$ cat src/rtl/wstat_pkg.sv
// Package for the sliding-window statistics block.
// Holds register indexes, fixed field widths and the controller/datapath structs.
// No dependencies.
package wstat_pkg;

  // Fixed widths of the configuration and count fields.
  localparam int WINLEN_BITS   = 9;
  localparam int CNT_OUT_BITS  = 9;
  localparam int EXT_DIVISOR   = 100;
  localparam int CFG_ADDR_BITS = 4;
  localparam int CFG_DATA_BITS = 32;

  // Register indexes on the configuration port.
  localparam logic [1:0] REG_WINDOW_LEN  = 2'd0;
  localparam logic [1:0] REG_PCT_ENABLE  = 2'd1;
  localparam logic [1:0] REG_PCT_HIGH    = 2'd2;

  // Current configuration values.
  typedef struct packed {
    logic [WINLEN_BITS-1:0] window_len;
    logic                   pct_enable;
    logic                   pct_high;
  } cfg_t;

  // Commands from the controller to the datapath.
  typedef struct packed {
    logic init;
    logic walk;
    logic esum;
    logic div_start;
    logic div_sel;
    logic lat_mean;
    logic lat_ext;
    logic load_out;
  } cmd_t;

  // Status from the datapath to the controller.
  typedef struct packed {
    logic walk_done;
    logic esum_done;
    logic div_busy;
    logic out_busy;
  } stat_t;

endpackage

$ cat src/rtl/wstat_if.sv
// Valid/ready channel interfaces for the statistics block.
// Depends on nothing; values are SAMPLE_BITS wide, valid_total 9 bits.
interface wstat_in_if #(parameter int SAMPLE_BITS = 16);
  logic                   valid;
  logic                   ready;
  logic [SAMPLE_BITS-1:0] sample;
  logic                   want_metrics;
  modport source (output valid, output sample, output want_metrics, input ready);
  modport sink (input valid, input sample, input want_metrics, output ready);
endinterface

interface wstat_out_if #(parameter int SAMPLE_BITS = 16);
  logic                   valid;
  logic                   ready;
  logic [SAMPLE_BITS-1:0] min_value;
  logic [SAMPLE_BITS-1:0] max_value;
  logic [SAMPLE_BITS-1:0] mean_value;
  logic [SAMPLE_BITS-1:0] extreme_mean;
  logic [8:0]             valid_total;
  modport source (output valid, output min_value, output max_value, output mean_value,
                  output extreme_mean, output valid_total, input ready);
  modport sink (input valid, input min_value, input max_value, input mean_value,
                input extreme_mean, input valid_total, output ready);
endinterface

$ cat src/rtl/wstat_div.sv
// Restoring divider, one quotient bit per cycle.
// Used by the datapath for both means; no package dependency.
module wstat_div #(
  parameter int NW = 25,
  parameter int DW = 9
) (
  input  logic          clk,
  input  logic          rst_n,
  input  logic          start,
  input  logic [NW-1:0] dividend,
  input  logic [DW-1:0] divisor,
  output logic          busy,
  output logic [NW-1:0] quotient
);
  localparam int KW = $clog2(NW + 1);

  logic [NW-1:0] dvd_r;
  logic [DW-1:0] rem_r;
  logic [DW-1:0] dsr_r;
  logic [KW-1:0] step_r;
  logic          busy_r;
  logic [DW:0]   rem_sh;
  logic [DW:0]   diff;
  logic          ge;

  // One trial subtraction per cycle.
  assign rem_sh = {rem_r, dvd_r[NW-1]};
  assign ge     = rem_sh >= {1'b0, dsr_r};
  assign diff   = rem_sh - {1'b0, dsr_r};

  always_ff @(posedge clk) begin
    if (!rst_n) begin
      busy_r <= 1'b0;
      step_r <= '0;
    end else if (start) begin
      busy_r <= 1'b1;
      step_r <= '0;
    end else if (busy_r) begin
      step_r <= step_r + 1'b1;
      if (step_r == KW'(NW - 1)) begin
        busy_r <= 1'b0;
      end
    end
  end

  // Shift register holds the dividend, then the quotient.
  always_ff @(posedge clk) begin
    if (start) begin
      dvd_r <= dividend;
      rem_r <= '0;
      dsr_r <= divisor;
    end else if (busy_r) begin
      dvd_r <= {dvd_r[NW-2:0], ge};
      rem_r <= ge ? diff[DW-1:0] : rem_sh[DW-1:0];
    end
  end

  assign busy     = busy_r;
  assign quotient = dvd_r;
endmodule

$ cat src/rtl/wstat_dp.sv
// Datapath: sample ring memory, window walk, extreme list, mean divisions, output register.
// Depends on wstat_pkg and wstat_div.
module wstat_dp
  import wstat_pkg::*;
#(
  parameter int WINDOW_DEPTH = 256,
  parameter int SAMPLE_BITS  = 16
) (
  input  logic                    clk,
  input  logic                    rst_n,
  input  cfg_t                    cfg,
  input  logic                    win_wr,
  input  logic [WINLEN_BITS-1:0]  win_data,
  input  logic                    in_accept,
  input  logic [SAMPLE_BITS-1:0]  in_sample,
  input  cmd_t                    cmd,
  output stat_t                   stat,
  input  logic                    out_ready,
  output logic                    out_valid,
  output logic [SAMPLE_BITS-1:0]  out_min,
  output logic [SAMPLE_BITS-1:0]  out_max,
  output logic [SAMPLE_BITS-1:0]  out_mean,
  output logic [SAMPLE_BITS-1:0]  out_ext,
  output logic [CNT_OUT_BITS-1:0] out_total
);
  localparam int AW      = (WINDOW_DEPTH > 1) ? $clog2(WINDOW_DEPTH) : 1;
  localparam int CW      = $clog2(WINDOW_DEPTH + 1);
  localparam int SW      = SAMPLE_BITS + CW;
  localparam int LW      = (CW > WINLEN_BITS) ? CW : WINLEN_BITS;
  localparam int MAX_EXT = WINDOW_DEPTH / EXT_DIVISOR + 1;
  localparam int EW      = $clog2(MAX_EXT + 1);
  localparam int VW      = CW + CNT_OUT_BITS;

  logic [SAMPLE_BITS-1:0] mem [WINDOW_DEPTH];
  logic [SAMPLE_BITS-1:0] rd_data_r;
  logic [AW-1:0]          wslot_r;
  logic [CW-1:0]          vcount_r;
  logic [AW-1:0]          rd_ptr_r;
  logic [CW-1:0]          cnt_r;
  logic [CW-1:0]          issued_r;
  logic                   rdv_r;
  logic [SAMPLE_BITS-1:0] mn_r;
  logic [SAMPLE_BITS-1:0] mx_r;
  logic [SW-1:0]          sum_r;
  logic [6:0]             c100_r;
  logic [CW-1:0]          q100_r;
  logic [SAMPLE_BITS-1:0] list_r [MAX_EXT];
  logic [SAMPLE_BITS-1:0] list_nxt [MAX_EXT];
  logic [EW-1:0]          e_idx_r;
  logic [SW-1:0]          esum_r;
  logic [SAMPLE_BITS-1:0] mean_r;
  logic [SAMPLE_BITS-1:0] ext_r;
  logic                   out_valid_r;
  logic [CW-1:0]          eff_len;
  logic [CW-1:0]          eff_new;
  logic [CW-1:0]          n_ext;
  logic                   issue;
  logic [SAMPLE_BITS-1:0] sentinel;
  logic [SW-1:0]          div_dvd;
  logic [CW-1:0]          div_dsr;
  logic [SW-1:0]          div_q;
  logic                   div_busy;
  logic                   none;
  logic [VW-1:0]          cnt_wide;

  // Window length clipped to the memory depth.
  function automatic logic [CW-1:0] eff_of(input logic [WINLEN_BITS-1:0] len);
    logic [LW-1:0] wl;
    wl = LW'(len);
    eff_of = (wl > LW'(WINDOW_DEPTH)) ? CW'(WINDOW_DEPTH) : CW'(wl);
  endfunction

  assign eff_len  = eff_of(cfg.window_len);
  assign eff_new  = eff_of(win_data);
  assign n_ext    = q100_r + 1'b1;
  assign issue    = cmd.walk && (issued_r != cnt_r);
  assign sentinel = cfg.pct_high ? '0 : '1;

  // Sample memory: one write per accepted item, one registered read per cycle.
  always_ff @(posedge clk) begin
    if (in_accept) begin
      mem[wslot_r] <= in_sample;
    end
    rd_data_r <= mem[rd_ptr_r];
  end

  // Write slot and count of valid newest samples. Valid slots are always
  // the newest ones, so a count replaces per-slot marks.
  always_ff @(posedge clk) begin
    if (!rst_n) begin
      wslot_r  <= '0;
      vcount_r <= '0;
    end else if (in_accept) begin
      wslot_r  <= (wslot_r == AW'(WINDOW_DEPTH - 1)) ? '0 : wslot_r + 1'b1;
      if (vcount_r != CW'(WINDOW_DEPTH)) begin
        vcount_r <= vcount_r + 1'b1;
      end
    end else if (win_wr && (vcount_r > eff_new)) begin
      vcount_r <= eff_new;
    end
  end

  // Sorted insertion into the extreme list, best entry first.
  always_comb begin
    for (int j = 0; j < MAX_EXT; j++) begin
      logic b_here;
      logic b_prev;
      int   p;
      p = (j == 0) ? 0 : j - 1;
      b_here = cfg.pct_high ? (rd_data_r > list_r[j]) : (rd_data_r < list_r[j]);
      if (j == 0) begin
        b_prev = 1'b0;
      end else begin
        b_prev = cfg.pct_high ? (rd_data_r > list_r[p]) : (rd_data_r < list_r[p]);
      end
      if (!b_here) begin
        list_nxt[j] = list_r[j];
      end else if (b_prev) begin
        list_nxt[j] = list_r[p];
      end else begin
        list_nxt[j] = rd_data_r;
      end
    end
  end

  // Read-valid flag of the walk pipeline.
  always_ff @(posedge clk) begin
    if (!rst_n) begin
      rdv_r <= 1'b0;
    end else if (cmd.init) begin
      rdv_r <= 1'b0;
    end else begin
      rdv_r <= issue;
    end
  end

  // Walk, statistics accumulation and extreme sum.
  always_ff @(posedge clk) begin
    if (cmd.init) begin
      cnt_r    <= (vcount_r < eff_len) ? vcount_r : eff_len;
      issued_r <= '0;
      rd_ptr_r <= (wslot_r == '0) ? AW'(WINDOW_DEPTH - 1) : wslot_r - 1'b1;
      mn_r     <= '1;
      mx_r     <= '0;
      sum_r    <= '0;
      c100_r   <= '0;
      q100_r   <= '0;
      e_idx_r  <= '0;
      esum_r   <= '0;
      for (int j = 0; j < MAX_EXT; j++) begin
        list_r[j] <= sentinel;
      end
    end else begin
      if (issue) begin
        issued_r <= issued_r + 1'b1;
        rd_ptr_r <= (rd_ptr_r == '0) ? AW'(WINDOW_DEPTH - 1) : rd_ptr_r - 1'b1;
      end
      if (rdv_r) begin
        if (rd_data_r < mn_r) mn_r <= rd_data_r;
        if (rd_data_r > mx_r) mx_r <= rd_data_r;
        sum_r <= sum_r + SW'(rd_data_r);
        if (c100_r == 7'(EXT_DIVISOR - 1)) begin
          c100_r <= '0;
          q100_r <= q100_r + 1'b1;
        end else begin
          c100_r <= c100_r + 1'b1;
        end
        list_r <= list_nxt;
      end else if (cmd.esum && !stat.esum_done) begin
        esum_r  <= esum_r + SW'(list_r[0]);
        e_idx_r <= e_idx_r + 1'b1;
        for (int j = 0; j < MAX_EXT - 1; j++) begin
          list_r[j] <= list_r[j+1];
        end
        list_r[MAX_EXT-1] <= sentinel;
      end
    end
  end

  // Shared divider for both means.
  assign div_dvd = cmd.div_sel ? esum_r : sum_r;
  assign div_dsr = cmd.div_sel ? n_ext : cnt_r;

  wstat_div #(.NW(SW), .DW(CW)) u_div (
    .clk      (clk),
    .rst_n    (rst_n),
    .start    (cmd.div_start),
    .dividend (div_dvd),
    .divisor  (div_dsr),
    .busy     (div_busy),
    .quotient (div_q)
  );

  always_ff @(posedge clk) begin
    if (cmd.lat_mean) mean_r <= div_q[SAMPLE_BITS-1:0];
    if (cmd.lat_ext)  ext_r  <= div_q[SAMPLE_BITS-1:0];
  end

  // Output register; an empty window gives all zeros.
  assign none     = (cnt_r == '0);
  assign cnt_wide = VW'(cnt_r);

  always_ff @(posedge clk) begin
    if (!rst_n) begin
      out_valid_r <= 1'b0;
    end else if (cmd.load_out) begin
      out_valid_r <= 1'b1;
    end else if (out_ready) begin
      out_valid_r <= 1'b0;
    end
  end

  always_ff @(posedge clk) begin
    if (cmd.load_out) begin
      out_min   <= none ? '0 : mn_r;
      out_max   <= none ? '0 : mx_r;
      out_mean  <= none ? '0 : mean_r;
      out_ext   <= (none || !cfg.pct_enable) ? '0 : ext_r;
      out_total <= cnt_wide[CNT_OUT_BITS-1:0];
    end
  end

  assign out_valid      = out_valid_r;
  assign stat.walk_done = (issued_r == cnt_r) && !rdv_r;
  assign stat.esum_done = (CW'(e_idx_r) == n_ext);
  assign stat.div_busy  = div_busy;
  assign stat.out_busy  = out_valid_r && !out_ready;

`ifndef SYNTH
  // The valid count never exceeds the memory depth.
  a_vcount_range: assert property (@(posedge clk) disable iff (!rst_n)
    vcount_r <= CW'(WINDOW_DEPTH))
    else $error("valid count beyond depth");

  // The walk never issues more reads than the window holds.
  a_issue_bound: assert property (@(posedge clk) disable iff (!rst_n)
    cmd.walk |-> issued_r <= cnt_r)
    else $error("walk issued too many reads");

  // A divider start is followed by a busy divider.
  a_div_start: assert property (@(posedge clk) disable iff (!rst_n)
    cmd.div_start |=> div_busy)
    else $error("divider did not start");
`endif
endmodule

$ cat src/rtl/wstat_ctrl.sv
// Controller state machine sequencing store, walk, extreme sum, divisions and output.
// Depends on wstat_pkg.
module wstat_ctrl
  import wstat_pkg::*;
(
  input  logic  clk,
  input  logic  rst_n,
  input  logic  in_valid,
  input  logic  in_want,
  output logic  in_ready,
  input  stat_t stat,
  output cmd_t  cmd
);
  typedef enum logic [3:0] {
    S_IDLE, S_INIT, S_WALK, S_ESUM, S_MEAN_GO, S_MEAN_WAIT, S_EXT_GO, S_EXT_WAIT,
    S_OUT
  } state_t;

  state_t state_r;
  state_t state_nxt;

  // Next state.
  always_comb begin
    state_nxt = state_r;
    unique case (state_r)
      S_IDLE:      if (in_valid && in_want) state_nxt = S_INIT;
      S_INIT:      state_nxt = S_WALK;
      S_WALK:      if (stat.walk_done) state_nxt = S_ESUM;
      S_ESUM:      if (stat.esum_done) state_nxt = S_MEAN_GO;
      S_MEAN_GO:   state_nxt = S_MEAN_WAIT;
      S_MEAN_WAIT: if (!stat.div_busy) state_nxt = S_EXT_GO;
      S_EXT_GO:    state_nxt = S_EXT_WAIT;
      S_EXT_WAIT:  if (!stat.div_busy) state_nxt = S_OUT;
      S_OUT:       if (!stat.out_busy) state_nxt = S_IDLE;
      default:     state_nxt = S_IDLE;
    endcase
  end

  always_ff @(posedge clk) begin
    if (!rst_n) begin
      state_r <= S_IDLE;
    end else begin
      state_r <= state_nxt;
    end
  end

  // Commands decoded from the state.
  always_comb begin
    cmd           = '0;
    cmd.init      = (state_r == S_INIT);
    cmd.walk      = (state_r == S_WALK);
    cmd.esum      = (state_r == S_ESUM);
    cmd.div_start = (state_r == S_MEAN_GO) || (state_r == S_EXT_GO);
    cmd.div_sel   = (state_r == S_EXT_GO) || (state_r == S_EXT_WAIT);
    cmd.lat_mean  = (state_r == S_MEAN_WAIT) && !stat.div_busy;
    cmd.lat_ext   = (state_r == S_EXT_WAIT) && !stat.div_busy;
    cmd.load_out  = (state_r == S_OUT) && !stat.out_busy;
  end

  assign in_ready = (state_r == S_IDLE);
endmodule

$ cat src/rtl/window_min_max_mean_low_percentile_top.sv
// Top level of the sliding-window statistics block.
// Depends on wstat_pkg, wstat_if, wstat_ctrl and wstat_dp.
//
// Usage: every input transaction on in_ch stores one sample into a ring of
// WINDOW_DEPTH entries. A transaction with want_metrics set produces one
// transaction on out_ch with the min, max, floor mean, floor mean of the
// cnt/100+1 extreme samples and the valid count over the newest window_len
// samples; other transactions produce nothing.
// A store-only item leaves the controller idle. A metrics item walks the
// sample memory one read per cycle, sums the extreme list, then runs the
// bit-serial divider once for each mean.
// in_ch accepts a new item only when the controller is idle; a finished
// result waits in the output register, and if the receiver stalls the
// next result is held until that register frees up.
// Reset clears the write slot, the valid count and the registers to
// window_len 256, percentile off, low side. Configuration is written over
// the APB port (0x0 window_len, 0x4 percentile_enable, 0x8 percentile_high)
// while idle; the user must keep to this, as the block does not enforce it.
module window_min_max_mean_low_percentile_top
  import wstat_pkg::*;
#(
  parameter int WINDOW_DEPTH = 256,
  parameter int SAMPLE_BITS  = 16
) (
  input  logic                     clk,
  input  logic                     rst_n,
  wstat_in_if.sink                 in_ch,
  wstat_out_if.source              out_ch,
  input  logic                     cfg_psel,
  input  logic                     cfg_penable,
  input  logic                     cfg_pwrite,
  input  logic [CFG_ADDR_BITS-1:0] cfg_paddr,
  input  logic [CFG_DATA_BITS-1:0] cfg_pwdata,
  output logic [CFG_DATA_BITS-1:0] cfg_prdata,
  output logic                     cfg_pready
);
  logic [WINLEN_BITS-1:0] wlen_r;
  logic                   pen_r;
  logic                   phigh_r;
  logic                   wr;
  logic [1:0]             idx;
  logic                   win_wr;
  cfg_t                   cfg;
  cmd_t                   cmd;
  stat_t                  stat;
  logic                   in_ready;
  logic                   in_accept;

  // Register file on the APB port.
  assign cfg_pready = 1'b1;
  assign wr         = cfg_psel && cfg_penable && cfg_pwrite;
  assign idx        = cfg_paddr[3:2];
  assign win_wr     = wr && (idx == REG_WINDOW_LEN);

  always_ff @(posedge clk) begin
    if (!rst_n) begin
      wlen_r  <= WINLEN_BITS'(256);
      pen_r   <= 1'b0;
      phigh_r <= 1'b0;
    end else if (wr) begin
      unique case (idx)
        REG_WINDOW_LEN: wlen_r  <= cfg_pwdata[WINLEN_BITS-1:0];
        REG_PCT_ENABLE: pen_r   <= cfg_pwdata[0];
        REG_PCT_HIGH:   phigh_r <= cfg_pwdata[0];
        default:        ;
      endcase
    end
  end

  always_comb begin
    unique case (idx)
      REG_WINDOW_LEN: cfg_prdata = CFG_DATA_BITS'(wlen_r);
      REG_PCT_ENABLE: cfg_prdata = CFG_DATA_BITS'(pen_r);
      REG_PCT_HIGH:   cfg_prdata = CFG_DATA_BITS'(phigh_r);
      default:        cfg_prdata = '0;
    endcase
  end

  assign cfg.window_len = wlen_r;
  assign cfg.pct_enable = pen_r;
  assign cfg.pct_high   = phigh_r;

  // Input handshake.
  assign in_ch.ready = in_ready;
  assign in_accept   = in_ch.valid && in_ready;

  wstat_ctrl u_ctrl (
    .clk      (clk),
    .rst_n    (rst_n),
    .in_valid (in_ch.valid),
    .in_want  (in_ch.want_metrics),
    .in_ready (in_ready),
    .stat     (stat),
    .cmd      (cmd)
  );

  wstat_dp #(.WINDOW_DEPTH(WINDOW_DEPTH), .SAMPLE_BITS(SAMPLE_BITS)) u_dp (
    .clk       (clk),
    .rst_n     (rst_n),
    .cfg       (cfg),
    .win_wr    (win_wr),
    .win_data  (cfg_pwdata[WINLEN_BITS-1:0]),
    .in_accept (in_accept),
    .in_sample (in_ch.sample),
    .cmd       (cmd),
    .stat      (stat),
    .out_ready (out_ch.ready),
    .out_valid (out_ch.valid),
    .out_min   (out_ch.min_value),
    .out_max   (out_ch.max_value),
    .out_mean  (out_ch.mean_value),
    .out_ext   (out_ch.extreme_mean),
    .out_total (out_ch.valid_total)
  );
endmodule
$ cat src/flat_wrapper.sv
// flat-port wrapper written by rule: the top's interface ports become plain ports
module window_min_max_mean_low_percentile_top_flat import wstat_pkg::*;
#(
  parameter int WINDOW_DEPTH = 256,
  parameter int SAMPLE_BITS  = 16
)
  (clk, rst_n, cfg_psel, cfg_penable, cfg_pwrite, cfg_paddr, cfg_pwdata, cfg_prdata, cfg_pready, in_ch_valid, in_ch_sample, in_ch_want_metrics, in_ch_ready, out_ch_valid, out_ch_min_value, out_ch_max_value, out_ch_mean_value, out_ch_extreme_mean, out_ch_valid_total, out_ch_ready);
  wstat_in_if #(.SAMPLE_BITS(SAMPLE_BITS)) in_ch_i ();
  wstat_out_if #(.SAMPLE_BITS(SAMPLE_BITS)) out_ch_i ();
  input  logic clk;
  input  logic rst_n;
  input  logic cfg_psel;
  input  logic cfg_penable;
  input  logic cfg_pwrite;
  input  logic [CFG_ADDR_BITS-1:0] cfg_paddr;
  input  logic [CFG_DATA_BITS-1:0] cfg_pwdata;
  output logic [CFG_DATA_BITS-1:0] cfg_prdata;
  output logic cfg_pready;
  input wire logic [$bits(in_ch_i.valid)-1:0] in_ch_valid;
  input wire logic [$bits(in_ch_i.sample)-1:0] in_ch_sample;
  input wire logic [$bits(in_ch_i.want_metrics)-1:0] in_ch_want_metrics;
  output wire logic [$bits(in_ch_i.ready)-1:0] in_ch_ready;
  output wire logic [$bits(out_ch_i.valid)-1:0] out_ch_valid;
  output wire logic [$bits(out_ch_i.min_value)-1:0] out_ch_min_value;
  output wire logic [$bits(out_ch_i.max_value)-1:0] out_ch_max_value;
  output wire logic [$bits(out_ch_i.mean_value)-1:0] out_ch_mean_value;
  output wire logic [$bits(out_ch_i.extreme_mean)-1:0] out_ch_extreme_mean;
  output wire logic [$bits(out_ch_i.valid_total)-1:0] out_ch_valid_total;
  input wire logic [$bits(out_ch_i.ready)-1:0] out_ch_ready;
  assign in_ch_i.valid = in_ch_valid;
  assign in_ch_i.sample = in_ch_sample;
  assign in_ch_i.want_metrics = in_ch_want_metrics;
  assign in_ch_ready = in_ch_i.ready;
  assign out_ch_valid = out_ch_i.valid;
  assign out_ch_min_value = out_ch_i.min_value;
  assign out_ch_max_value = out_ch_i.max_value;
  assign out_ch_mean_value = out_ch_i.mean_value;
  assign out_ch_extreme_mean = out_ch_i.extreme_mean;
  assign out_ch_valid_total = out_ch_i.valid_total;
  assign out_ch_i.ready = out_ch_ready;
  window_min_max_mean_low_percentile_top #(.WINDOW_DEPTH(WINDOW_DEPTH), .SAMPLE_BITS(SAMPLE_BITS)) u_core (.clk(clk), .rst_n(rst_n), .in_ch(in_ch_i), .out_ch(out_ch_i), .cfg_psel(cfg_psel), .cfg_penable(cfg_penable), .cfg_pwrite(cfg_pwrite), .cfg_paddr(cfg_paddr), .cfg_pwdata(cfg_pwdata), .cfg_prdata(cfg_prdata), .cfg_pready(cfg_pready));
endmodule
$ cat config.mk
export PLATFORM = sky130hd
export DESIGN_NAME = window_min_max_mean_low_percentile_top_flat
export DESIGN_NICKNAME = d
export VERILOG_FILES = /design/src/rtl/wstat_pkg.sv /design/src/rtl/wstat_if.sv /design/src/rtl/wstat_div.sv /design/src/rtl/wstat_dp.sv /design/src/rtl/wstat_ctrl.sv /design/src/rtl/window_min_max_mean_low_percentile_top.sv /design/src/flat_wrapper.sv
export SDC_FILE = /design/constraint.sdc
export NUM_CORES = 2
export LEC_CHECK = 0
export BUFFER_PORTS_ARGS = -buffer_cell sky130_fd_sc_hd__buf_4
export CAP_MARGIN = 20
export CORE_MARGIN = 2
export CORE_UTILIZATION = 40
export CTS_CLUSTER_DIAMETER = 30
export CTS_CLUSTER_SIZE = 10
export DETAILED_ROUTE_END_ITERATION = 16
export SKIP_CTS_REPAIR_TIMING = 1
export SLEW_MARGIN = 10
export SYNTH_ARGS = -nofsm -noshare
export SYNTH_HDL_FRONTEND = slang
export SYNTH_SLANG_ARGS = --single-unit
$ cat constraint.sdc
create_clock -name clk -period 9.9 [get_ports clk]
set_input_delay 0.99 -clock clk [delete_from_list [all_inputs] [get_ports clk]]
set_output_delay 0.99 -clock clk [all_outputs]
set_load 0.01 [all_outputs]
==> reports/qor.csv <==
metric,value,unit
Net Sw Frac,31.9,%
skew final,117,ps
Setup crit start kind,register,
Post-Synth Simple-Gate Area,3.53,%
clock latency on the worst-skew pair,1140,ps
Fill cells,35600,
setup_tns,0,ps
setup slack after layout,4750,ps
top cell type's share of synthesized area,72.5,%
DPL Wire Length,311000,um
adder-cell share of the synthesized area,1.10,%
critical path's top delay family,buffers and inverters,
final wirelength,527000,um
worst path cell trace,"buf_12, buf_12, buf_4, mux4_2, mux2i_1, o21ai_0, o21ai_0, a22oi_1, and3_1",
"Slew Viols, Final",0,
DR vias,98100,
Fmax,0.194,GHz
Leak,72.1,nW
layout cells sized above 1,28.7,%
global-route wire length before repair,737000,um
DR WL/cell,31.5,um
"CTS clk-pin slew, worst paths",50,ps
Yosys reg bits,4474,
drt pass-1 iters,8,
die width,671,um
"EDFF count, synth",4300,
DIE AREA,450000,sq um
Seq pwr share,32.0,%
"critical path fanouts, max",103,
pwr dens,313,nW/um^2
Total Routing Usage GR,22.9,%
Finished Core Util,49.0,%
Max-Cap Viols,0,
largest net degree at the start of global routing,143,
total core area,442000,sq um
Tightest Hold Check Type,input port to register,
CTS buffer count,820,
arrival time worst endpoint,6040,ps
Clk pwr share,42.0,%
Power Total,67.9,mW
Final Setup Violations,0,
Slew headroom,17.0,%
P_sw,21.6,mW
grt total ovfl,0,
mean post-synth cell area,19.3,sq um
placed insts,15100,
DRT iter0 DRCs,12600,
cell row count,244,
DRC Markers,0,
"Top FF cell, synth",edfxtp_1,
CP bufs+invs,3,
VDD IR-drop max,0.000263,V
Setup crit end kind,register,
CTS tree,yes,
Mapped Area,178000,sq um
status,completed,
vias in the first global route,97900,
Setup CP Type,register to register,
H-tree depth,6,
final period utilization,52.1,%
Place WS,4760,ps
Synth cell types,82,
slowest CP cell,o21ai_0,
Worst-Margin Slew,1250,ps
Max stage delay on crit path,890,ps
CP required,10780,ps
unrepaired setup endpoints after global routing,false,
mux share of post-synthesis cell area,14.6,%
Final min period,5150,ps
cell count after synthesis,9219,
final std cells w/o fill,16700,
Final Hold Slack,205,ps
largest cells by area after synthesis,"edfxtp_1, mux4_2, mux2i_1",
XOR/XNOR Fraction of Synth Area,0.458,%
Layout Nets,10300,
Initial Util,40.2,%
IO Pins,168,
Area growth syn-to-layout,21.9,%
Chip Height,671,um
Root Driver,clkbuf_16,
Gate power share,26.1,%
Async SR Flop Fraction,0,%
Yosys warning count,0,
Placed Area,188000,sq um
Synth Area in Compound Gates,3.86,%
cell-internal power,46.2,mW
Routability Congestion,0.872,
sequential-to-total area share from yosys stat,74.5,%
"area leader, netlist",edfxtp_1,
Final ANT Viol Nets,0,
CTS Buffer Depth,4,
vias per cell,5.87,
fin area,217000,sq um
Fin. Hold Viols,0,
largest family of logic cells by synthesized area,multiplexers,
initial antenna violation count,39,
TritonCTS Sinks,4474,
IO buf count,118,
## final timing paths
check,end,slack [ps],from,cells past startpoint
worst max-delay path,u_core.u_dp.rd_data_r[11]$_DFF_P_,4750,u_core.u_dp.rd_ptr_r[0]$_DFFE_PP_,9
worst min-delay path,u_core.wlen_r[4]$_SDFFE_PN0P_,210,cfg_pwdata[4],3
worst max register to register,u_core.u_dp.rd_data_r[11]$_DFF_P_,4750,u_core.u_dp.rd_ptr_r[0]$_DFFE_PP_,9
worst min register to register,u_core.u_dp.mn_r[10]$_SDFFE_PP1P_,470,u_core.u_dp.mn_r[10]$_SDFFE_PP1P_,2
## layout make-up
| cell class | count | area, sq um | area share (%) |
|---|---|---|---|
| sequential | 4474 | 133000 | 61.1 |
| multi-input combinational | 4098 | 42600 | 19.6 |
| clock buffer | 919 | 21000 | 9.66 |
| clock inverter | 614 | 7910 | 3.64 |
| tap | 5904 | 7390 | 3.41 |
| timing repair buffer | 559 | 4880 | 2.25 |
| inverter | 133 | 507 | 0.234 |
| antenna | 33 | 82.6 | 0.0381 |
## worst min-delay path, stage by stage
cell and delay [ps]:
buf_4 120, nand2_1 50, a21oi_1 50
## state kept, by name (all words and copies together) (netlist names), 8 cells and up
name and count:
u_core.u_dp.ext_r 16, u_core.u_dp.out_ext 16, u_core.wlen_r 9, u_core.u_dp.issued_r 9
u_core.u_dp.u_div.dsr_r 9, u_core.u_dp.rd_ptr_r 8, u_core.u_dp.sum_r 25, u_core.u_dp.out_total 9
u_core.u_dp.cnt_r 9, u_core.u_dp.list_r 48, u_core.u_dp.q100_r 9, u_core.u_dp.u_div.quotient 25
u_core.u_dp.rd_data_r 16, u_core.u_dp.out_max 16, u_core.u_dp.mean_r 16, u_core.u_dp.mx_r 16
u_core.u_dp.out_mean 16, u_core.u_dp.u_div.rem_r 9, u_core.u_dp.mem 4096, u_core.u_dp.vcount_r 9
u_core.u_dp.wslot_r 8, u_core.u_dp.out_min 16, u_core.u_dp.mn_r 16, u_core.u_dp.esum_r 25
## layout by cell type (no fill, tap or decap), types with 110 or more instances in the layout
cell type | Yosys | layout
a21oi_1 | 217 | 217
a22oi_1 | 115 | 115
buf_4 | 96 | 480
bufinv_16 | 0 | 122
clkbuf_16 | 0 | 821
clkinv_1 | 2 | 110
clkinv_2 | 0 | 122
dfxtp_1 | 174 | 173
edfxtp_1 | 4300 | 4300
ha_1 | 151 | 151
inv_1 | 130 | 126
mux2i_1 | 402 | 402
mux4_2 | 948 | 948
nand2_1 | 415 | 407
nand3_1 | 116 | 112
nor2_1 | 501 | 359
nor2_2 | 0 | 127
o21ai_0 | 186 | 183
## Yosys cell counts, types with 18 or more instances
cell and instances:
a221o_1 20, a21o_1 28, clkbuf_1 239, edfxtp_1 4300, xnor2_1 59, buf_2 86, mux2_2 53, and2_1 51
ha_1 151, o211ai_1 21, nor2b_1 45, a22o_1 21, and3_1 36, a211oi_1 60, buf_1 48, a22oi_1 115
mux2i_1 402, nor3_1 62, a21oi_1 217, a221oi_1 42, buf_4 96, nand2b_1 23, nand2_1 415, buf_6 63
nand4_1 55, o21ai_0 186, nand3_1 116, a31oi_1 79, o22ai_1 65, o221ai_1 37, nor2_1 501, dfxtp_1 174
mux4_2 948, inv_1 130, xor2_1 34, or3_1 18
## power groups by stage
stage	registers, mW	logic (mW)	clock network (mW)
6_report	21.7	17.7	28.5
5_1_grt	21.7	18.4	29.7
4_1_cts	21.7	17.6	28.8
3_5_place_dp	22.0	17.5	0
3_3_place_gp	22.0	17.4	0
2_1_floorplan	21.8	10.8	0
## cell families (layout without fill, tap and decap cells)
logic type,count (synthesis),in the layout
flip-flops,4474,4474
multiplexers,1404,1404
AND/OR/NAND/NOR,1393,1393
AO/OA/AOI/OAI,1030,1030
buffers and inverters,669,2225
adder cells (fa/ha/maj),154,154
XOR/XNOR,93,93
other,2,57
## routing by layer
metal | part of all wire [%] | track usage, % | vias up
li1 | - | - | 39800
met1 | 39 | 30.3 | 51900
met2 | 47 | 36.5 | 5448
met3 | 9.5 | 4.95 | 1032
met4 | 4.6 | 9.96 | 14
met5 | 0.015 | 0 | -
Note: power is estimated with default switching activity, not from simulation.
